===== src/rtl/multi_string_hash_engine_unit_macros.svh =====
// Assertion macros shared by the string hash engine RTL.
// Included by every module that carries concurrent assertions.
`ifndef MULTI_STRING_HASH_ENGINE_UNIT_MACROS_SVH
`define MULTI_STRING_HASH_ENGINE_UNIT_MACROS_SVH

// Same-cycle implication, disabled while reset is high.
`define MSH_ASSERT_IMP(label, clk, rst, ante, cons) \
   label: assert property (@(posedge clk) disable iff (rst) (ante) |-> (cons)) \
      else $error("msh assertion failed");

// Next-cycle implication, disabled while reset is high.
`define MSH_ASSERT_NEXT(label, clk, rst, ante, cons) \
   label: assert property (@(posedge clk) disable iff (rst) (ante) |=> (cons)) \
      else $error("msh assertion failed");

`endif


===== src/rtl/msh_pkg.sv =====
// Types and constants for the multi string hash engine.
// No dependencies; used by msh_core and multi_string_hash_engine_unit.
`timescale 1ns / 1ps

package msh_pkg;

   localparam logic [31:0] RS_B_MULT   = 32'd378551;
   localparam logic [31:0] RS_A_INIT   = 32'd63689;
   localparam logic [31:0] JS_INIT     = 32'd1315423911;
   localparam logic [31:0] DJB_INIT    = 32'd5381;
   localparam logic [31:0] AP_INIT     = 32'hAAAAAAAA;
   localparam logic [31:0] NIBBLE_HIGH = 32'hF0000000;
   localparam logic [31:0] WORD_MASK   = 32'hFFFFFFFF;

   // RS multiplier after the first byte of a string
   localparam logic [63:0] RS_MULT_PROD = 64'(RS_A_INIT) * 64'(RS_B_MULT);
   localparam logic [31:0] RS_MULT_AFTER_FIRST = RS_MULT_PROD[31:0] & WORD_MASK;

   typedef struct packed {
      logic [7:0]  data_byte;
      logic        first_byte;
      logic        last_byte;
      logic [31:0] string_length;
   } req_type;

   typedef struct packed {
      logic [31:0] rs_hash;
      logic [31:0] js_hash;
      logic [31:0] pjw_hash;
      logic [31:0] elf_hash;
      logic [31:0] bkdr_hash;
      logic [31:0] sdbm_hash;
      logic [31:0] dek_hash;
      logic [31:0] djb_hash;
      logic [31:0] ap_hash;
   } rsp_type;

   typedef struct packed {
      logic absorb;
      logic reload;
   } ctrl_type;

endpackage


===== src/rtl/msh_core.sv =====
// Hash state registers and the one-byte update of all nine hashes.
// Depends on msh_pkg and the shared assertion macros.
`timescale 1ns / 1ps
`include "multi_string_hash_engine_unit_macros.svh"

module msh_core (
   input  logic              clock,
   input  logic              reset,
   input  msh_pkg::ctrl_type ctrl,
   input  logic [7:0]        data_byte,
   input  logic [31:0]       string_length,
   output msh_pkg::rsp_type  hash_in
);

   msh_pkg::rsp_type hash_ff;
   msh_pkg::rsp_type base;
   logic [31:0]      rs_mult_ff;
   logic [31:0]      rs_mult_in;
   logic [31:0]      rs_mult_base;
   logic             odd_ff;
   logic             odd_base;
   logic [31:0]      c;
   logic [31:0]      rs_prod;
   logic [31:0]      ap_prod;
   logic [31:0]      pjw_h;
   logic [31:0]      pjw_t;
   logic [31:0]      elf_h;
   logic [31:0]      elf_t;
   logic [31:0]      ap_h;

   always_comb begin
      c = {{24{data_byte[7]}}, data_byte};
      if (ctrl.reload) begin
         base.rs_hash   = '0;
         base.js_hash   = msh_pkg::JS_INIT;
         base.pjw_hash  = '0;
         base.elf_hash  = '0;
         base.bkdr_hash = '0;
         base.sdbm_hash = '0;
         base.dek_hash  = string_length;
         base.djb_hash  = msh_pkg::DJB_INIT;
         base.ap_hash   = msh_pkg::AP_INIT;
         rs_mult_base   = msh_pkg::RS_A_INIT;
         odd_base       = 1'b0;
      end else begin
         base         = hash_ff;
         rs_mult_base = rs_mult_ff;
         odd_base     = odd_ff;
      end

      rs_prod    = base.rs_hash * rs_mult_base;
      rs_mult_in = rs_mult_base * msh_pkg::RS_B_MULT;
      ap_h       = base.ap_hash;
      ap_prod    = c * (ap_h >> 3);

      hash_in.rs_hash = rs_prod + c;
      hash_in.js_hash = base.js_hash
                      ^ ((base.js_hash << 5) + c + (base.js_hash >> 2));

      // fold the high nibble back into the low bits
      pjw_h = (base.pjw_hash << 4) + c;
      pjw_t = pjw_h & msh_pkg::NIBBLE_HIGH;
      if (pjw_t != '0) begin
         pjw_h = (pjw_h ^ (pjw_t >> 24)) & ~msh_pkg::NIBBLE_HIGH;
      end
      hash_in.pjw_hash = pjw_h;

      elf_h = (base.elf_hash << 4) + c;
      elf_t = elf_h & msh_pkg::NIBBLE_HIGH;
      if (elf_t != '0) begin
         elf_h = elf_h ^ (elf_t >> 24);
      end
      hash_in.elf_hash = elf_h & ~elf_t;

      hash_in.bkdr_hash = (base.bkdr_hash << 7) + (base.bkdr_hash << 1)
                        + base.bkdr_hash + c;
      hash_in.sdbm_hash = c + (base.sdbm_hash << 6) + (base.sdbm_hash << 16)
                        - base.sdbm_hash;
      hash_in.dek_hash  = ((base.dek_hash << 5) ^ (base.dek_hash >> 27)) ^ c;
      hash_in.djb_hash  = (base.djb_hash << 5) + base.djb_hash + c;

      if (!odd_base) begin
         hash_in.ap_hash = ap_h ^ (ap_h << 7) ^ ap_prod;
      end else begin
         hash_in.ap_hash = ap_h ^ ~((ap_h << 11) + (c ^ (ap_h >> 5)));
      end
   end

   always_ff @(posedge clock) begin
      if (reset) begin
         hash_ff.rs_hash   <= '0;
         hash_ff.js_hash   <= msh_pkg::JS_INIT;
         hash_ff.pjw_hash  <= '0;
         hash_ff.elf_hash  <= '0;
         hash_ff.bkdr_hash <= '0;
         hash_ff.sdbm_hash <= '0;
         hash_ff.dek_hash  <= '0;
         hash_ff.djb_hash  <= msh_pkg::DJB_INIT;
         hash_ff.ap_hash   <= msh_pkg::AP_INIT;
         rs_mult_ff        <= msh_pkg::RS_A_INIT;
         odd_ff            <= 1'b0;
      end else if (ctrl.absorb) begin
         hash_ff    <= hash_in;
         rs_mult_ff <= rs_mult_in;
         odd_ff     <= ~odd_base;
      end
   end

   `MSH_ASSERT_NEXT(a_idle_holds_state, clock, reset, !ctrl.absorb, $stable(hash_ff) && $stable(rs_mult_ff))
   `MSH_ASSERT_NEXT(a_reload_restarts, clock, reset, ctrl.absorb && ctrl.reload, odd_ff && (rs_mult_ff == msh_pkg::RS_MULT_AFTER_FIRST))
   `MSH_ASSERT_NEXT(a_parity_toggles, clock, reset, ctrl.absorb && !ctrl.reload, odd_ff != $past(odd_ff))

endmodule


===== src/rtl/multi_string_hash_engine_unit.sv =====
// Top level of the multi string hash engine: input register, result register, handshakes.
// Depends on msh_pkg, msh_core and the shared assertion macros.
`timescale 1ns / 1ps
`include "multi_string_hash_engine_unit_macros.svh"

// Streams a string one byte per item and keeps the RS, JS, PJW, ELF, BKDR, SDBM,
// DEK, DJB and AP hashes of it; each byte is taken as a signed char. Set first_byte
// on a string's first byte (string_length then seeds DEK) and last_byte on its final
// byte, which returns one item with all nine hashes. One byte is taken every cycle; the
// input stalls only while a last byte waits behind an undelivered, stalled result. A
// result is registered as its last byte leaves the input register. The rate is set by
// the hash state loop, whose deepest path is the 32x32 RS and AP multiplies.
module multi_string_hash_engine_unit (
   input  logic             clock,
   input  logic             reset,
   input  logic             req_valid,
   output logic             req_stall,
   input  msh_pkg::req_type req_payload,
   output logic             rsp_valid,
   input  logic             rsp_stall,
   output msh_pkg::rsp_type rsp_payload
);

   logic              in_valid_ff;
   logic              in_valid_in;
   msh_pkg::req_type  in_payload_ff;
   logic              rsp_valid_ff;
   logic              rsp_valid_in;
   msh_pkg::rsp_type  rsp_payload_ff;
   msh_pkg::rsp_type  hash_in;
   msh_pkg::ctrl_type ctrl;
   logic              advance;
   logic              req_take;
   logic              rsp_take;

   always_comb begin
      // a non-last byte never needs the result register
      advance = in_valid_ff
             && (!in_payload_ff.last_byte || !rsp_valid_ff || !rsp_stall);
      req_stall = in_valid_ff && !advance;
      req_take  = req_valid && !req_stall;
      rsp_take  = rsp_valid_ff && !rsp_stall;

      ctrl.absorb = advance;
      ctrl.reload = in_payload_ff.first_byte;

      if (req_take) begin
         in_valid_in = 1'b1;
      end else if (advance) begin
         in_valid_in = 1'b0;
      end else begin
         in_valid_in = in_valid_ff;
      end

      if (advance && in_payload_ff.last_byte) begin
         rsp_valid_in = 1'b1;
      end else if (rsp_take) begin
         rsp_valid_in = 1'b0;
      end else begin
         rsp_valid_in = rsp_valid_ff;
      end
   end

   msh_core u_core (
      .clock         (clock),
      .reset         (reset),
      .ctrl          (ctrl),
      .data_byte     (in_payload_ff.data_byte),
      .string_length (in_payload_ff.string_length),
      .hash_in       (hash_in)
   );

   always_ff @(posedge clock) begin
      if (reset) begin
         in_valid_ff  <= 1'b0;
         rsp_valid_ff <= 1'b0;
      end else begin
         in_valid_ff  <= in_valid_in;
         rsp_valid_ff <= rsp_valid_in;
      end
   end

   always_ff @(posedge clock) begin
      if (req_take) begin
         in_payload_ff <= req_payload;
      end
      if (advance && in_payload_ff.last_byte) begin
         rsp_payload_ff <= hash_in;
      end
   end

   assign rsp_valid   = rsp_valid_ff;
   assign rsp_payload = rsp_payload_ff;

   `MSH_ASSERT_IMP(a_stall_only_on_blocked_last, clock, reset, req_stall, in_valid_ff && in_payload_ff.last_byte && rsp_valid_ff)
   `MSH_ASSERT_NEXT(a_last_fills_result, clock, reset, advance && in_payload_ff.last_byte, rsp_valid_ff)
   `MSH_ASSERT_NEXT(a_blocked_item_held, clock, reset, req_stall, in_valid_ff && $stable(in_payload_ff))

endmodule


===== config.mk =====
export PLATFORM = sky130hd
export DESIGN_NAME = multi_string_hash_engine_unit
export DESIGN_NICKNAME = d
export VERILOG_FILES = /design/src/rtl/msh_pkg.sv /design/src/rtl/msh_core.sv /design/src/rtl/multi_string_hash_engine_unit.sv
export VERILOG_INCLUDE_DIRS = /design/src /design/src/rtl
export SDC_FILE = /design/constraint.sdc
export NUM_CORES = 2
export LEC_CHECK = 0
export BUFFER_PORTS_ARGS = -buffer_cell sky130_fd_sc_hd__buf_4
export CELL_PAD_IN_SITES_DETAIL_PLACEMENT = 1
export CELL_PAD_IN_SITES_GLOBAL_PLACEMENT = 1
export CORE_UTILIZATION = 51
export DETAILED_ROUTE_END_ITERATION = 16
export PLACE_DENSITY_LB_ADDON = 0.12
export SLEW_MARGIN = 20
export SYNTH_ARGS = -nofsm -noshare
export SYNTH_HDL_FRONTEND = slang
export SYNTH_HIERARCHICAL = 1
export SYNTH_SLANG_ARGS = --single-unit

===== constraint.sdc =====
create_clock -name clock -period 20.1 [get_ports clock]
set_input_delay 1.005 -clock clock [delete_from_list [all_inputs] [get_ports clock]]
set_output_delay 1.005 -clock clock [all_outputs]
set_load 0.005 [all_outputs]

======== Word-level counts from Yosys, hierarchy flattened ========
Cells that the tools add are included.
word-level totals
  bits of input ports ..................... 46
  register bits after elaboration ......... 653
  logic and storage cells ................. 82
cells by class
  bitwise logic cells ..................... 13
  $mul .................................... 3
  add/subtract/negate cells ............... 14
  reduce and logical (&&, ||, !) cells .... 16
  multiplexer cells ....................... 10
operator list
  kind                                                                   count
  32-bit adder                                                           12
  288-bit two-way mux                                                    1
  32-bit bitwise XOR                                                     5
  32-bit two-way mux                                                     4
  32-bit inverter                                                        2
  32-bit nonzero test                                                    2
  32-bit by 30-bit adder with 32-bit output                              1
  32-bit AND                                                             1
  32-bit by 19-bit multiplier with 32-bit output, second input constant  1
  32-bit by 32-bit multiplier with 32-bit output                         1
  8-bit by 30-bit multiplier with 32-bit output                          1
  32-bit subtractor                                                      1
  32-bit by 27-bit bitwise XOR with 32-bit output                        1
  32-bit by 5-bit bitwise XOR with 32-bit output                         1
  32-bit by 8-bit bitwise XOR with 32-bit output                         1
  28-bit by 8-bit bitwise XOR with 28-bit output                         1
  1-bit logical AND                                                      5
  1-bit logical NOT                                                      5
  1-bit two-way mux                                                      5
  2-bit nonzero test                                                     2
  1-bit logical OR                                                       2
  1-bit inverter                                                         1

======== Depth between registers and ports, before layout ========
  word-level depth ........................ 9
  gate-level depth with buffers ........... 34
  depth with buffers taken out ............ 29

======== By module ========
The synthesis kept the hierarchy.
by module, submodules not included
  module                         cells each  times used  area each (µm²)  sequential area each (µm²)
  msh_core                       6695        1           59413.2          6185.9
  multi_string_hash_engine_unit  343         1           10002.1          9949.5

======== Worst setup path after synthesis ========
No wires, ideal clock.
  path kind ............................... input to register
  from .................................... input port rsp_stall
  to ...................................... register rsp_payload_ff, in the netlist rsp_payload[0], enable pin
  stages on the path ...................... 1
  data arrival time ....................... 14.817 ns
  setup time .............................. 1.035 ns
  setup slack ............................. 4.249 ns
  cell sequence ........................... a21oi_1
between the ends
  word-level cells in the longest chain between the ends .. 4
RTL lines
  what                  RTL line                             source
  from (decl)           multi_string_hash_engine_unit.sv:20  input logic rsp_stall,
  1-bit logical NOT     multi_string_hash_engine_unit.sv:39  && (!in_payload_ff.last_byte || !rsp_valid_ff || !rsp_stall);
  1-bit logical OR      multi_string_hash_engine_unit.sv:39
  1-bit logical AND     multi_string_hash_engine_unit.sv:39
  1-bit logical AND     multi_string_hash_engine_unit.sv:87  if (advance && in_payload_ff.last_byte) begin
  to (signal assigned)  multi_string_hash_engine_unit.sv:88  rsp_payload_ff <= hash_in;
  to (decl)             multi_string_hash_engine_unit.sv:29  msh_pkg::rsp_type rsp_payload_ff;
Every way passes these cells.
A chain may end at the register's enable or synchronous reset.

==> reports/summary.md <==
The flow ran to the end, and the final reports show no timing, DRC or antenna violations. For the setup violation total in the final timing report, the log shows 0. The number of synthesis warnings was 6; the slew at the pin closest to its max-slew limit was 1.17 ns.

After clock tree synthesis, the flow added hold-fix buffers numbering 0. Once routing completed, OpenROAD measured the worst setup slack at 10.90 ns. Row generation in the floorplan step produced 135 rows.

The max-slew violation count is 0. Share of the clock period used by the worst path: 45.8%. Using the TritonRoute via totals, the vias-per-cell ratio works out to 5.60. The number of synthesized flops with an enable pin works out to 330. The floorplan step set the die width to 371 um.

STA classifies the critical path endpoint as a flop. During placement, the flow inserted port buffers numbering 335. Across the run, the number of max-cap violations was 0.

Setup repair after global routing left no endpoint under its margin. The share of the Yosys chip area taken by registers is 23.2%. In the final layout, flip-flops and latches occupy 0.0161 mm^2.

The floorplan step defined a die boundary enclosing 0.138 mm^2. For the worst setup path, the data arrival time is 9.65 ns. For this block, the initial DRC count from the detailed router was 2819. The run gives 0.937 as the weighted congestion at the end of routability-driven global placement.

For the DRC violation count after routing, the log shows 0. The post-route netlist has 8.97% of its cells at a drive strength greater than 1. The total wirelength of the detailed-routed design came out at 218000 um. The setup path with the least slack is of type flop to flop. The H-tree was split into 3 levels.

Number of gates resized after cts: 0. For this design, the slowest cell found on the critical path is sky130_fd_sc_hd__nor2b_1. The logs give 102 for the number of unique standard cell types used by synthesis and 6 for the initial antenna violation count.

The logs give 336000 um for the first-pass GRT wire length and 15100 for the fill cell total of the finished layout. The tightest min-delay check is of the flop to flop type. The floorplan step set the die height to 371 um.

The detailed-route via count came out at 51100. The clock reaches the later pin of the worst-skew pair after 0.72 ns. For the number of buffers on the longest clock path, the log shows 3. By instance count, the cell type seen most on the critical path is sky130_fd_sc_hd__fa_1. In the final routed layout, each cell accounts on average for 23.9 um. In this design, the stage delay of the slowest critical-path cell is 0.90 ns.

The final layout contains 8826 nets. The count of nets left with antenna violations once routing finished came out at 0. In this run the standard cell core region covers 0.135 mm^2.

Global routing finished with a remaining overflow of 0. The tools report the nature of the critical path startpoint as a flop. The wire-length estimate of the detail-placed layout is 167000 um. TritonCTS built the clock tree.

After technology mapping, the gate count stands at 7038. The maximum number of pins on one net before global-route repair is 156. The initial core utilization was 51.3%.

The shortest clock period the worst path allows after layout works out to 9.20 ns. Summing all multi-input logic gate instances after layout gives 0.0479 mm^2. The number of buffers created by CTS was 79. The logs give 336 for the number of top-level design ports and 5 for the length of the first detailed-routing pass in iterations. The required time of the critical path was 20.54 ns.

The global routing usage summed across all routing layers is 32.1%, and the number of standard cells in the final layout excluding fillers is 9111. The number of hold-slack violations in the final timing report is 0, and the pre-CTS setup slack is 10.95 ns. For flop-to-flop paths, the worst setup slack is 10.90 ns. Summed over all failing endpoints, the final setup total negative slack is 0 ns. Among all flip-flop cells after synthesis, the most frequent one is sky130_fd_sc_hd__edfxtp_1. The clock transition time at the flip-flop clock pins of the worst setup and hold paths was 0.06 ns; the worst setup skew after layout was 0.0380 ns. The area growth from synthesis to layout is 10.2%. After synthesis, the mean cell area works out to 9.86 um^2. In this run the clock root is driven by a sky130_fd_sc_hd__clkbuf_16. Timing would allow up to 109 MHz. The share of synthesized flip-flops with an asynchronous set or reset was 0%; the post-synthesis instance area was 0.0694 mm^2. Synthesis inferred 641 register bits. The via count of the first global-routing pass is 56000. The tree built by TritonCTS fans out to 641 sinks. The tools report the buffers inserted during post-CTS setup optimization as 0. The largest driver fanout on the critical path is 47, and the total instance count after detailed placement is 8961.

For this run, the share of the core covered by cells in the final layout is 56.5%. The worst pin sits at a relative slew slack of 21.6%.
## path summary, 6_finish.rpt
check	startpoint	to	depth (start not counted)
worst min-delay path	u_core/hash_ff[184]$_SDFFE_PP0P_	u_core/hash_ff[184]$_SDFFE_PP0P_	2
worst max register to register	ctrl[0]$_DFFE_PP_	rsp_payload[286]$_DFFE_PP_	29
worst min register to register	u_core/hash_ff[184]$_SDFFE_PP0P_	u_core/hash_ff[184]$_SDFFE_PP0P_	2
worst max-delay path	ctrl[0]$_DFFE_PP_	rsp_payload[286]$_DFFE_PP_	29
## flip-flops by register name, indices dropped and copies added, names as in the netlist
| signal | flops |
|---|---|
| ctrl | 1 |
| in_payload_ff | 41 |
| u_core/odd_ff | 1 |
| rsp_valid | 1 |
| in_valid_ff | 1 |
| u_core/rs_mult_ff | 32 |
| u_core/hash_ff | 276 |
| rsp_payload | 288 |
## kinds of logic after synthesis
family                     synth area share [%]
and+or+nand+nor                            13.0
adders and majority gates                  37.6
buffers and inverters                      7.90
AOI/OAI and AO/OA                          8.27
DFF                                        23.2
xor gates and xnor gates                   6.37
muxes                                      3.60
other                                   0.00540
## worst max-delay path: cells and delay by family, from the launching register on
kind | cells | cell delay [ns]
fa+ha+maj | 9 | 4.21
simple gates | 4 | 1.45
flops | 1 | 0.43
compound gates | 7 | 1.70
xor+xnor | 1 | 0.08
buf+inv | 8 | 1.01
## stage by stage
| step | instance area [um^2] | hold slack [ns] |
|---|---|---|
| after floorplan | 69400 | 0.433 |
| after global placement | 73800 | 0.443 |
| after detailed placement | 73800 | 0.450 |
| after CTS | 76500 | 0.421 |
| after global routing | 76500 | 0.439 |
| final | 76500 | 0.455 |
## cells in the mapped netlist, types with 10 or more instances
master	n	area [um^2]
sky130_fd_sc_hd__and2_1	337	2110
sky130_fd_sc_hd__xor2_1	135	1180
sky130_fd_sc_hd__o211ai_1	14	105
sky130_fd_sc_hd__o21a_1	68	510
sky130_fd_sc_hd__dfxtp_1	311	6230
sky130_fd_sc_hd__o21ai_0	137	686
sky130_fd_sc_hd__nor4_1	11	68.8
sky130_fd_sc_hd__a31oi_1	20	125
sky130_fd_sc_hd__and3_1	30	188
sky130_fd_sc_hd__ha_1	576	7210
sky130_fd_sc_hd__fa_1	943	18900
sky130_fd_sc_hd__and4_1	13	114
sky130_fd_sc_hd__buf_4	16	120
sky130_fd_sc_hd__a31o_2	11	96.3
sky130_fd_sc_hd__a21o_1	139	1040
sky130_fd_sc_hd__inv_1	1157	4340
sky130_fd_sc_hd__or3_1	13	81.3
sky130_fd_sc_hd__xnor2_1	367	3210
sky130_fd_sc_hd__nand4_1	15	93.8
sky130_fd_sc_hd__nand2_1	427	1600
sky130_fd_sc_hd__buf_2	10	50.1
sky130_fd_sc_hd__clkbuf_1	226	848
sky130_fd_sc_hd__nand3_1	29	145
sky130_fd_sc_hd__o31ai_1	12	90.1
sky130_fd_sc_hd__edfxtp_1	330	9910
sky130_fd_sc_hd__or2_2	37	231
sky130_fd_sc_hd__nor2_1	551	2070
sky130_fd_sc_hd__nor3_1	70	350
sky130_fd_sc_hd__nor2b_1	233	1460
sky130_fd_sc_hd__a211oi_1	34	255
sky130_fd_sc_hd__nand2b_1	54	338
sky130_fd_sc_hd__mux2i_1	244	2440
sky130_fd_sc_hd__buf_1	27	101
sky130_fd_sc_hd__a21oi_1	232	1160
sky130_fd_sc_hd__o21bai_1	27	203
sky130_fd_sc_hd__a211o_1	14	123
## cells in the final DEF, fill, tap and decap left out, types with 68 or more instances in the layout
cell                        instances
sky130_fd_sc_hd__inv_1           1155
sky130_fd_sc_hd__fa_1             943
sky130_fd_sc_hd__ha_1             576
sky130_fd_sc_hd__nor2_1           550
sky130_fd_sc_hd__nand2_1          427
sky130_fd_sc_hd__buf_4            412
sky130_fd_sc_hd__xnor2_1          367
sky130_fd_sc_hd__and2_1           336
sky130_fd_sc_hd__edfxtp_1         330
sky130_fd_sc_hd__dfxtp_1          311
sky130_fd_sc_hd__mux2i_1          244
sky130_fd_sc_hd__a21oi_1          231
sky130_fd_sc_hd__nor2b_1          223
sky130_fd_sc_hd__a21o_1           139
sky130_fd_sc_hd__o21ai_0          137
sky130_fd_sc_hd__xor2_1           135
sky130_fd_sc_hd__clkbuf_16         80
sky130_fd_sc_hd__nor3_1            70
sky130_fd_sc_hd__o21a_1            68
## layout make-up
type	instances	share of cell area (%)
tap	1781	2.91
inverter	1158	5.69
timing repair buffer	416	4.14
multi-input combinational	4965	62.6
antenna	2	0.00654
clock buffer	108	2.86
clock inverter	40	0.674
sequential	641	21.1
## metal layers
layer	routed length [um]	part of all wire [%]	GRT usage, %
met2	105000	48	53.7
met3	12500	5.8	5.36
met5	23	0.011	0
met1	93300	43	42.7
met4	6860	3.2	9.50
Power is left out: the tool's default activity adds up to more than one toggle a clock period on the data nets, which glitch-free logic cannot reach.
